--- src/rtl/scta_pkg.sv ---
// scancode_to_ascii_fifo package: buffer sizing, scancode constants,
// the set 1 key table and the memory request struct.
// no dependencies; imported by every module of the block except scta_ram
package scta_pkg;

  localparam int DEPTH      = 256;
  localparam int PTR_W      = $clog2(DEPTH);
  localparam int CHAR_W     = 7;
  localparam int CODE_W     = 8;
  localparam int IN_DATA_W  = 16;
  localparam int OUT_DATA_W = 16;

  typedef logic [PTR_W-1:0]  ptr_t;
  typedef logic [CHAR_W-1:0] char_t;
  typedef logic [CODE_W-1:0] code_t;

  localparam ptr_t LAST_PTR = PTR_W'(DEPTH - 1);
  localparam ptr_t PTR_ONE  = PTR_W'(1);

  localparam code_t SC_ACK      = 8'hFA;
  localparam code_t SC_NACK     = 8'hFE;
  localparam code_t SC_SELFTEST = 8'hAA;
  localparam code_t SC_RELEASE  = 8'h80;

  localparam logic FUNC_EVENT = 1'b0;
  localparam logic FUNC_READ  = 1'b1;

  typedef struct packed {
    logic  wr_en;
    ptr_t  wr_addr;
    char_t wr_data;
    logic  rd_en;
    ptr_t  rd_addr;
  } ram_req_t;

  function automatic ptr_t advance(input ptr_t p);
    return (p == LAST_PTR) ? '0 : p + PTR_ONE;
  endfunction

  // set 1 make code to ascii, zero for keys without a character
  function automatic char_t key_map(input logic [6:0] code);
    char_t c;
    case (code)
      7'd1:    c = 7'h1B;
      7'd2:    c = 7'h31;
      7'd3:    c = 7'h32;
      7'd4:    c = 7'h33;
      7'd5:    c = 7'h34;
      7'd6:    c = 7'h35;
      7'd7:    c = 7'h36;
      7'd8:    c = 7'h37;
      7'd9:    c = 7'h38;
      7'd10:   c = 7'h39;
      7'd11:   c = 7'h30;
      7'd12:   c = 7'h2D;
      7'd13:   c = 7'h3D;
      7'd14:   c = 7'h08;
      7'd15:   c = 7'h09;
      7'd16:   c = 7'h71;
      7'd17:   c = 7'h77;
      7'd18:   c = 7'h65;
      7'd19:   c = 7'h72;
      7'd20:   c = 7'h74;
      7'd21:   c = 7'h79;
      7'd22:   c = 7'h75;
      7'd23:   c = 7'h69;
      7'd24:   c = 7'h6F;
      7'd25:   c = 7'h70;
      7'd26:   c = 7'h5B;
      7'd27:   c = 7'h5D;
      7'd28:   c = 7'h0A;
      7'd30:   c = 7'h61;
      7'd31:   c = 7'h73;
      7'd32:   c = 7'h64;
      7'd33:   c = 7'h66;
      7'd34:   c = 7'h67;
      7'd35:   c = 7'h68;
      7'd36:   c = 7'h6A;
      7'd37:   c = 7'h6B;
      7'd38:   c = 7'h6C;
      7'd39:   c = 7'h3B;
      7'd40:   c = 7'h27;
      7'd41:   c = 7'h60;
      7'd43:   c = 7'h5C;
      7'd44:   c = 7'h7A;
      7'd45:   c = 7'h78;
      7'd46:   c = 7'h63;
      7'd47:   c = 7'h76;
      7'd48:   c = 7'h62;
      7'd49:   c = 7'h6E;
      7'd50:   c = 7'h6D;
      7'd51:   c = 7'h2C;
      7'd52:   c = 7'h2E;
      7'd53:   c = 7'h2F;
      7'd55:   c = 7'h2A;
      7'd57:   c = 7'h20;
      7'd71:   c = 7'h37;
      7'd72:   c = 7'h38;
      7'd73:   c = 7'h39;
      7'd74:   c = 7'h2D;
      7'd75:   c = 7'h34;
      7'd76:   c = 7'h35;
      7'd77:   c = 7'h36;
      7'd78:   c = 7'h2B;
      7'd79:   c = 7'h31;
      7'd80:   c = 7'h32;
      7'd81:   c = 7'h33;
      7'd82:   c = 7'h30;
      7'd83:   c = 7'h2E;
      default: c = '0;
    endcase
    return c;
  endfunction

endpackage

--- src/rtl/scta_ram.sv ---
// generic simple dual-port ram: one write port, one read port, registered read
// no dependencies
module scta_ram #(
  parameter int WIDTH = 8,
  parameter int DEPTH = 16
) (
  input  logic                     clk,
  input  logic                     wr_en,
  input  logic [$clog2(DEPTH)-1:0] wr_addr,
  input  logic [WIDTH-1:0]         wr_data,
  input  logic                     rd_en,
  input  logic [$clog2(DEPTH)-1:0] rd_addr,
  output logic [WIDTH-1:0]         rd_data
);

  logic [WIDTH-1:0] mem [DEPTH];

  always_ff @(posedge clk) begin
    if (wr_en) begin
      mem[wr_addr] <= wr_data;
    end
    if (rd_en) begin
      rd_data <= mem[rd_addr];
    end
  end

endmodule

--- src/rtl/scta_ctrl.sv ---
// scancode filter, key lookup, ring pointers and result register
// depends on scta_pkg; drives the character ram through ram_req_t
module scta_ctrl (
  input  logic              clk,
  input  logic              rst_n,
  input  logic              in_valid,
  output logic              in_ready,
  input  logic              func,
  input  logic              data_ready,
  input  scta_pkg::code_t   scancode,
  output logic              out_valid,
  input  logic              out_ready,
  output logic              read_ok,
  output scta_pkg::char_t   ch,
  output logic              char_added,
  output logic              overflow,
  output scta_pkg::ram_req_t ram_req,
  input  scta_pkg::char_t   ram_rdata
);
  import scta_pkg::*;

  ptr_t  wp_r, wp_nxt;
  ptr_t  rp_r, rp_nxt;
  logic  out_valid_r, out_valid_nxt;
  logic  read_ok_r, read_ok_nxt;
  logic  added_r, added_nxt;
  logic  ovf_r, ovf_nxt;

  logic  accept;
  logic  is_read;
  logic  empty;
  logic  full;
  ptr_t  wp_adv;
  char_t mapped;
  logic  eligible;
  logic  pop;
  logic  push;
  logic  drop;

  assign in_ready = !out_valid_r || out_ready;
  assign accept   = in_valid && in_ready;
  assign is_read  = (func == FUNC_READ);
  assign wp_adv   = advance(wp_r);
  assign empty    = (wp_r == rp_r);
  assign full     = (wp_adv == rp_r);
  assign mapped   = key_map(scancode[6:0]);

  assign eligible = data_ready && (scancode != SC_ACK) && (scancode != SC_NACK)
                    && (scancode != SC_SELFTEST) && ((scancode & SC_RELEASE) == '0)
                    && (mapped != '0);

  assign pop  = accept && is_read && !empty;
  assign push = accept && !is_read && eligible && !full;
  assign drop = accept && !is_read && eligible && full;

  always_comb begin
    ram_req.wr_en   = push;
    ram_req.wr_addr = wp_r;
    ram_req.wr_data = mapped;
    ram_req.rd_en   = pop;
    ram_req.rd_addr = rp_r;
  end

  always_comb begin
    wp_nxt        = push ? wp_adv : wp_r;
    rp_nxt        = pop ? advance(rp_r) : rp_r;
    out_valid_nxt = accept ? 1'b1 : (out_ready ? 1'b0 : out_valid_r);
    read_ok_nxt   = accept ? pop : read_ok_r;
    added_nxt     = accept ? push : added_r;
    ovf_nxt       = accept ? drop : ovf_r;
  end

  always_ff @(posedge clk) begin
    if (!rst_n) begin
      wp_r        <= '0;
      rp_r        <= '0;
      out_valid_r <= 1'b0;
    end else begin
      wp_r        <= wp_nxt;
      rp_r        <= rp_nxt;
      out_valid_r <= out_valid_nxt;
    end
  end

  always_ff @(posedge clk) begin
    read_ok_r <= read_ok_nxt;
    added_r   <= added_nxt;
    ovf_r     <= ovf_nxt;
  end

  assign out_valid  = out_valid_r;
  assign read_ok    = read_ok_r;
  assign ch         = read_ok_r ? ram_rdata : '0;
  assign char_added = added_r;
  assign overflow   = ovf_r;

endmodule

--- src/rtl/scancode_to_ascii_fifo.sv ---
// Set 1 keyboard scancode to ascii converter with a character ring buffer. Each
// input transaction is a key event (in_tuser 0) or a non-blocking read (in_tuser 1);
// each gives exactly one result transaction, in the cycle after it is accepted, and a
// new transaction can be taken every cycle while the result side keeps up. The
// buffer holds DEPTH-1 characters in one ram with a write port for pushes and a
// registered read port for pops; a pop's character comes out of that port in the
// same cycle as its result flags. Acks, nacks, self-test codes, releases and keys
// without a character give an all-zero result. No clearing pass is needed after reset.
// depends on scta_pkg, scta_ram and scta_ctrl
module scancode_to_ascii_fifo (
  input  logic                               clk,
  input  logic                               rst_n,
  input  logic                               in_tvalid,
  output logic                               in_tready,
  input  logic [scta_pkg::IN_DATA_W-1:0]     in_tdata,  // data_ready, scancode[7:0]
  input  logic                               in_tuser,  // func
  output logic                               out_tvalid,
  input  logic                               out_tready,
  output logic [scta_pkg::OUT_DATA_W-1:0]    out_tdata  // read_ok, ch[6:0], char_added, overflow
);
  import scta_pkg::*;

  ram_req_t ram_req;
  char_t    ram_rdata;
  logic     read_ok;
  char_t    ch;
  logic     char_added;
  logic     overflow;

  scta_ctrl u_ctrl (
    .clk        (clk),
    .rst_n      (rst_n),
    .in_valid   (in_tvalid),
    .in_ready   (in_tready),
    .func       (in_tuser),
    .data_ready (in_tdata[0]),
    .scancode   (in_tdata[8:1]),
    .out_valid  (out_tvalid),
    .out_ready  (out_tready),
    .read_ok    (read_ok),
    .ch         (ch),
    .char_added (char_added),
    .overflow   (overflow),
    .ram_req    (ram_req),
    .ram_rdata  (ram_rdata)
  );

  scta_ram #(
    .WIDTH (CHAR_W),
    .DEPTH (DEPTH)
  ) u_store (
    .clk     (clk),
    .wr_en   (ram_req.wr_en),
    .wr_addr (ram_req.wr_addr),
    .wr_data (ram_req.wr_data),
    .rd_en   (ram_req.rd_en),
    .rd_addr (ram_req.rd_addr),
    .rd_data (ram_rdata)
  );

  assign out_tdata = {6'b0, overflow, char_added, ch, read_ok};

endmodule

--- config.mk ---
export PLATFORM = sky130hd
export DESIGN_NAME = scancode_to_ascii_fifo
export DESIGN_NICKNAME = d
export VERILOG_FILES = /design/src/rtl/scta_pkg.sv /design/src/rtl/scta_ram.sv /design/src/rtl/scta_ctrl.sv /design/src/rtl/scancode_to_ascii_fifo.sv
export SDC_FILE = /design/constraint.sdc
export NUM_CORES = 2
export LEC_CHECK = 0
export ABC_AREA = 1
export BUFFER_PORTS_ARGS = -buffer_cell sky130_fd_sc_hd__buf_2
export CAP_MARGIN = 25
export CORE_MARGIN = 1.5
export CORE_UTILIZATION = 35
export CTS_CLUSTER_SIZE = 24
export DETAILED_ROUTE_END_ITERATION = 16
export GPL_ROUTABILITY_DRIVEN = 0
export MAX_ROUTING_LAYER = met4
export PLACE_DENSITY = 0.56
export SLEW_MARGIN = 20
export SYNTH_ARGS = -nofsm -noshare
export SYNTH_HDL_FRONTEND = slang
export SYNTH_HIERARCHICAL = 1
export SYNTH_SLANG_ARGS = --single-unit
--- constraint.sdc ---
create_clock -name clk -period 9.3 [get_ports clk]
set_input_delay 0.465 -clock clk [delete_from_list [all_inputs] [get_ports clk]]
set_output_delay 0.465 -clock clk [all_outputs]
set_load 0.005 [all_outputs]
==> impl_metrics.toml <==
[sta]
finalWorstSetupSlack_ns = 4.089
fmaxAchievable_mhz = 191.9
drv_slew = 0
tightest_slew_ns = 1.397
grt_setup_unrepaired = "false"
slew-limit-headroom_pct = 6.900
period_minus_slack_ns = 5.211
finalHoldViolCount = 0
setup-violations-final = 0
finalCritPeriodShare_pct = 56.03
layout_skew_ns = 0.02683
totalNegativeSetupSlack_ns = 0

[yosys]
yosys.area.top_type = "edfxtp_1"
synthesis.instances = 6635
post-synth-top-area-fraction_pct = 71.45
syn_area_um2 = 75730
post_synth_num_cell_types = 38
ys.flop_type = "edfxtp_1"
yosys-top-cells-count = "2085 x nand2_1, 1802 x edfxtp_1, 1757 x nand3_1"
async_flop_share_pct = 0
synth.area.top_cells = "edfxtp_1 71%, nand3_1 12%, nand2_1 10%, nor2_1 1.6%, buf_2 1.5%"
synth_area_per_cell_um2 = 11.41
synth-warning-count = 6
yosys_register_bits = 1819
synth_edf_count = 1802
synth_seq_area_share_pct = 71.90
synth_most_common_cell = "nand2_1"

[route]
route.detailed.vias_per_inst = 5.203
ant_nets = 0
drc_errors = 0
detail_route.wl_per_cell_um = 21.39
first_pass_iters = 6
drt-total-wl_um = 202200
dr.first_iter.drc_count = 5071
vias = 49190

[layout]
nFillCells = 20490
final_cell_area_um2 = 83660
postLayoutCoreUtil_pct = 38.94
drive_above_1_share_pct = 5.714
finish.net_count = 6510
areaGrowthSynthToFinish_pct = 10.47

[floorplanning]
row_count = 170
start_util_pct = 35.25
fp.dieArea_um2 = 219200
floorplan.die.width_um = 468.2
floorplan.core_area_um2 = 214800
fp.dieH_um = 468.2
num_io_pins = 39

[cts]
clock_tree.root_cell = "clkbuf_16"
clock_tree_from_tritoncts = "done"
tritoncts_num_sinks = 1819
worst_skew_pair.late_latency_ns = 0.85
cts_resizes = 0
clock_transition_at_path_regs_ns = 0.06
postCtsSetupRepairBufs = 0
clock_path_buffers = 3
cts_buffer_count = 180
holdBufCountCts = 3
h-tree-depth = 4

[global_route]
grt_start_max_net_pins = 268
grt.overflow.total = 0
global_route.usage.met2_pct = 29.70
grt_use_total_pct = 18.74
grt_use_met3_pct = 2.968
grt_pass1_vias = 47160
wire_length_of_the_first_global_routing_pass_um = 301000
most_utilized_layer_in_the_global_route_result = "met2"
antenna_found_initial = 5
grt.met1_usage_pct = 24.44

[critical_path]
timing_worst_setup_path_type = "in2reg"
worst_r2r_endpoint = "u_store/mem[173][2]$_DFFE_PP_"
worstPathRequired_ns = 9.77
path_max_fanout = 67
worst-r2r-setup-slack_ns = 4.31
depth_of_the_worst_register_to_register_path = 11
timing.rr.start = "u_ctrl/rp_r[2]$_SDFFE_PN0P_"
start_kind = "input pin"
worst_setup_path_end_kind = "flop"
critical_path_arrival_ns = 5.68

[run]
max_cap_violations = 0

[power]
seq_power_share_pct = 51.9
leakage_nw = 28.84
irDropWorstVdd_v = 0.0001926
net-switching-power_mw = 4.141
power.internal_mw = 13.52
swShare_pct = 23.44
cellPowerDensity_nw_per_um2 = 211.1
totalPowerFinal_mw = 17.66
combPwrFrac_pct = 7.9
power.clock.fraction_pct = 40.2

[worst_hold_path]
holdCritPathClass = "in2reg"
timing.hold.worst.start = "in_tdata[8]"
hold-path-cell-count = 6
hold_end = "u_ctrl/wp_r[3]$_SDFFE_PN0P_"

[placed_design]
detailed_place_hpwl_um = 112400
io_buffers = 25
dpl_worst_slack_ns = 3.355
placed_cell_area_um2 = 77860

[run_status]
outcome = "finished clean"
==> placed cells by master, fill, tap and decap left out, drive strengths merged <==
cell type	instances
o21ai	21
ha	14
edfxtp	1802
buf	96
nor4	2
dfxtp	17
o2111a	1
and3	1
a21oi	20
clkinv	78
nand4	12
clkinvlp	3
o31ai	1
clkbuf	222
dlygate4sd3	3
nand3	1759
o21bai	1
nand2	2088
nor3b	2
xor2	7
bufinv	15
conb	6
nor3	4
xnor2	2
o211a	1
a31oi	1
inv	100
nand3b	1
diode	2
nor2	335
==> logic make-up after synthesis <==
kind of cell / count (synthesis) / share of synthesized area (%)
AND/OR/NAND/NOR: 4204 / 23.89
flip-flops: 1819 / 71.90
buffers and inverters: 542 / 3.534
AO/OA/AOI/OAI: 46 / 0.3321
adder cells (fa/ha/maj): 14 / 0.2313
XOR/XNOR: 9 / 0.1041
other: 1 / 0.004952
==> worst max path at each step <==
stage / from / cells after the start / endpoint
after floorplan: in_tdata[2] / 20 / u_store/mem[162][0]$_DFFE_PP_
after global placement: in_tdata[2] / 17 / u_store/mem[93][3]$_DFFE_PP_
after detailed placement: in_tdata[2] / 17 / u_store/mem[173][4]$_DFFE_PP_
after CTS: in_tdata[2] / 17 / u_store/mem[173][2]$_DFFE_PP_
after global routing: in_tdata[2] / 17 / u_store/mem[173][2]$_DFFE_PP_
final: in_tdata[2] / 17 / u_store/mem[173][2]$_DFFE_PP_
==> routing by layer <==
layer / up-vias / share of wire (%)
li1: 22990 / -
met1: 24180 / 42
met2: 1720 / 48
met3: 313 / 6.8
met4: 0 / 3.1
met5: - / 0
==> sequential cells by signal, indices dropped and copies added (netlist names) <==
register           cells
u_ctrl/char_added      1
u_ctrl/rp_r            8
u_ctrl/read_ok         1
u_ctrl/out_valid       1
u_ctrl/overflow        1
u_store/rd_data        7
u_store/mem         1792
u_ctrl/wp_r            8
==> through the flow <==
step	hold slack, ns	instances
2_1_floorplan	0.4850	6640
3_3_place_gp	0.5077	9125
3_5_place_dp	0.5362	9126
4_1_cts	0.1473	9451
5_1_grt	0.1989	9454
6_report	0.1870	9455
==> layout make-up <==
class	count	area, um^2	area share (%)
Antenna cell	2	5.005	0.005982
Clock buffer	222	4790	5.725
Sequential cell	1819	54470	65.11
Inverter	96	401.6	0.4801
Multi-Input combinational cell	4279	18680	22.33
Clock inverter	100	918.4	1.098
Tap cell	2838	3551	4.244
Timing Repair Buffer	99	848.3	1.014
==> power groups by stage <==
stage / combinational [mW] / sequential (mW) / clock (mW)
after detailed placement: 1.38 / 9.35 / 0
after CTS: 1.39 / 9.17 / 7.24
after global routing: 1.53 / 9.17 / 7.54
final: 1.39 / 9.17 / 7.10
after floorplan: 0.926 / 9.39 / 0
after global placement: 1.36 / 9.35 / 0
==> critical path, cell delays in order <==
cell and delay (ns):
buf_2 0.21, inv_1 0.25, ha_1 0.41, nor2_1 0.08
nor2_1 0.16, nor2_1 0.06, nand2_1 0.06, nand3_1 0.08
nand2_1 0.08, nand2_1 0.08, nand2_4 0.65, nor2_2 0.12
nand3_4 0.21, nand3_4 0.16, inv_1 0.70, nand3_1 0.93
nor2_1 0.93
No activity file was read; power rests on OpenSTA's default activity.
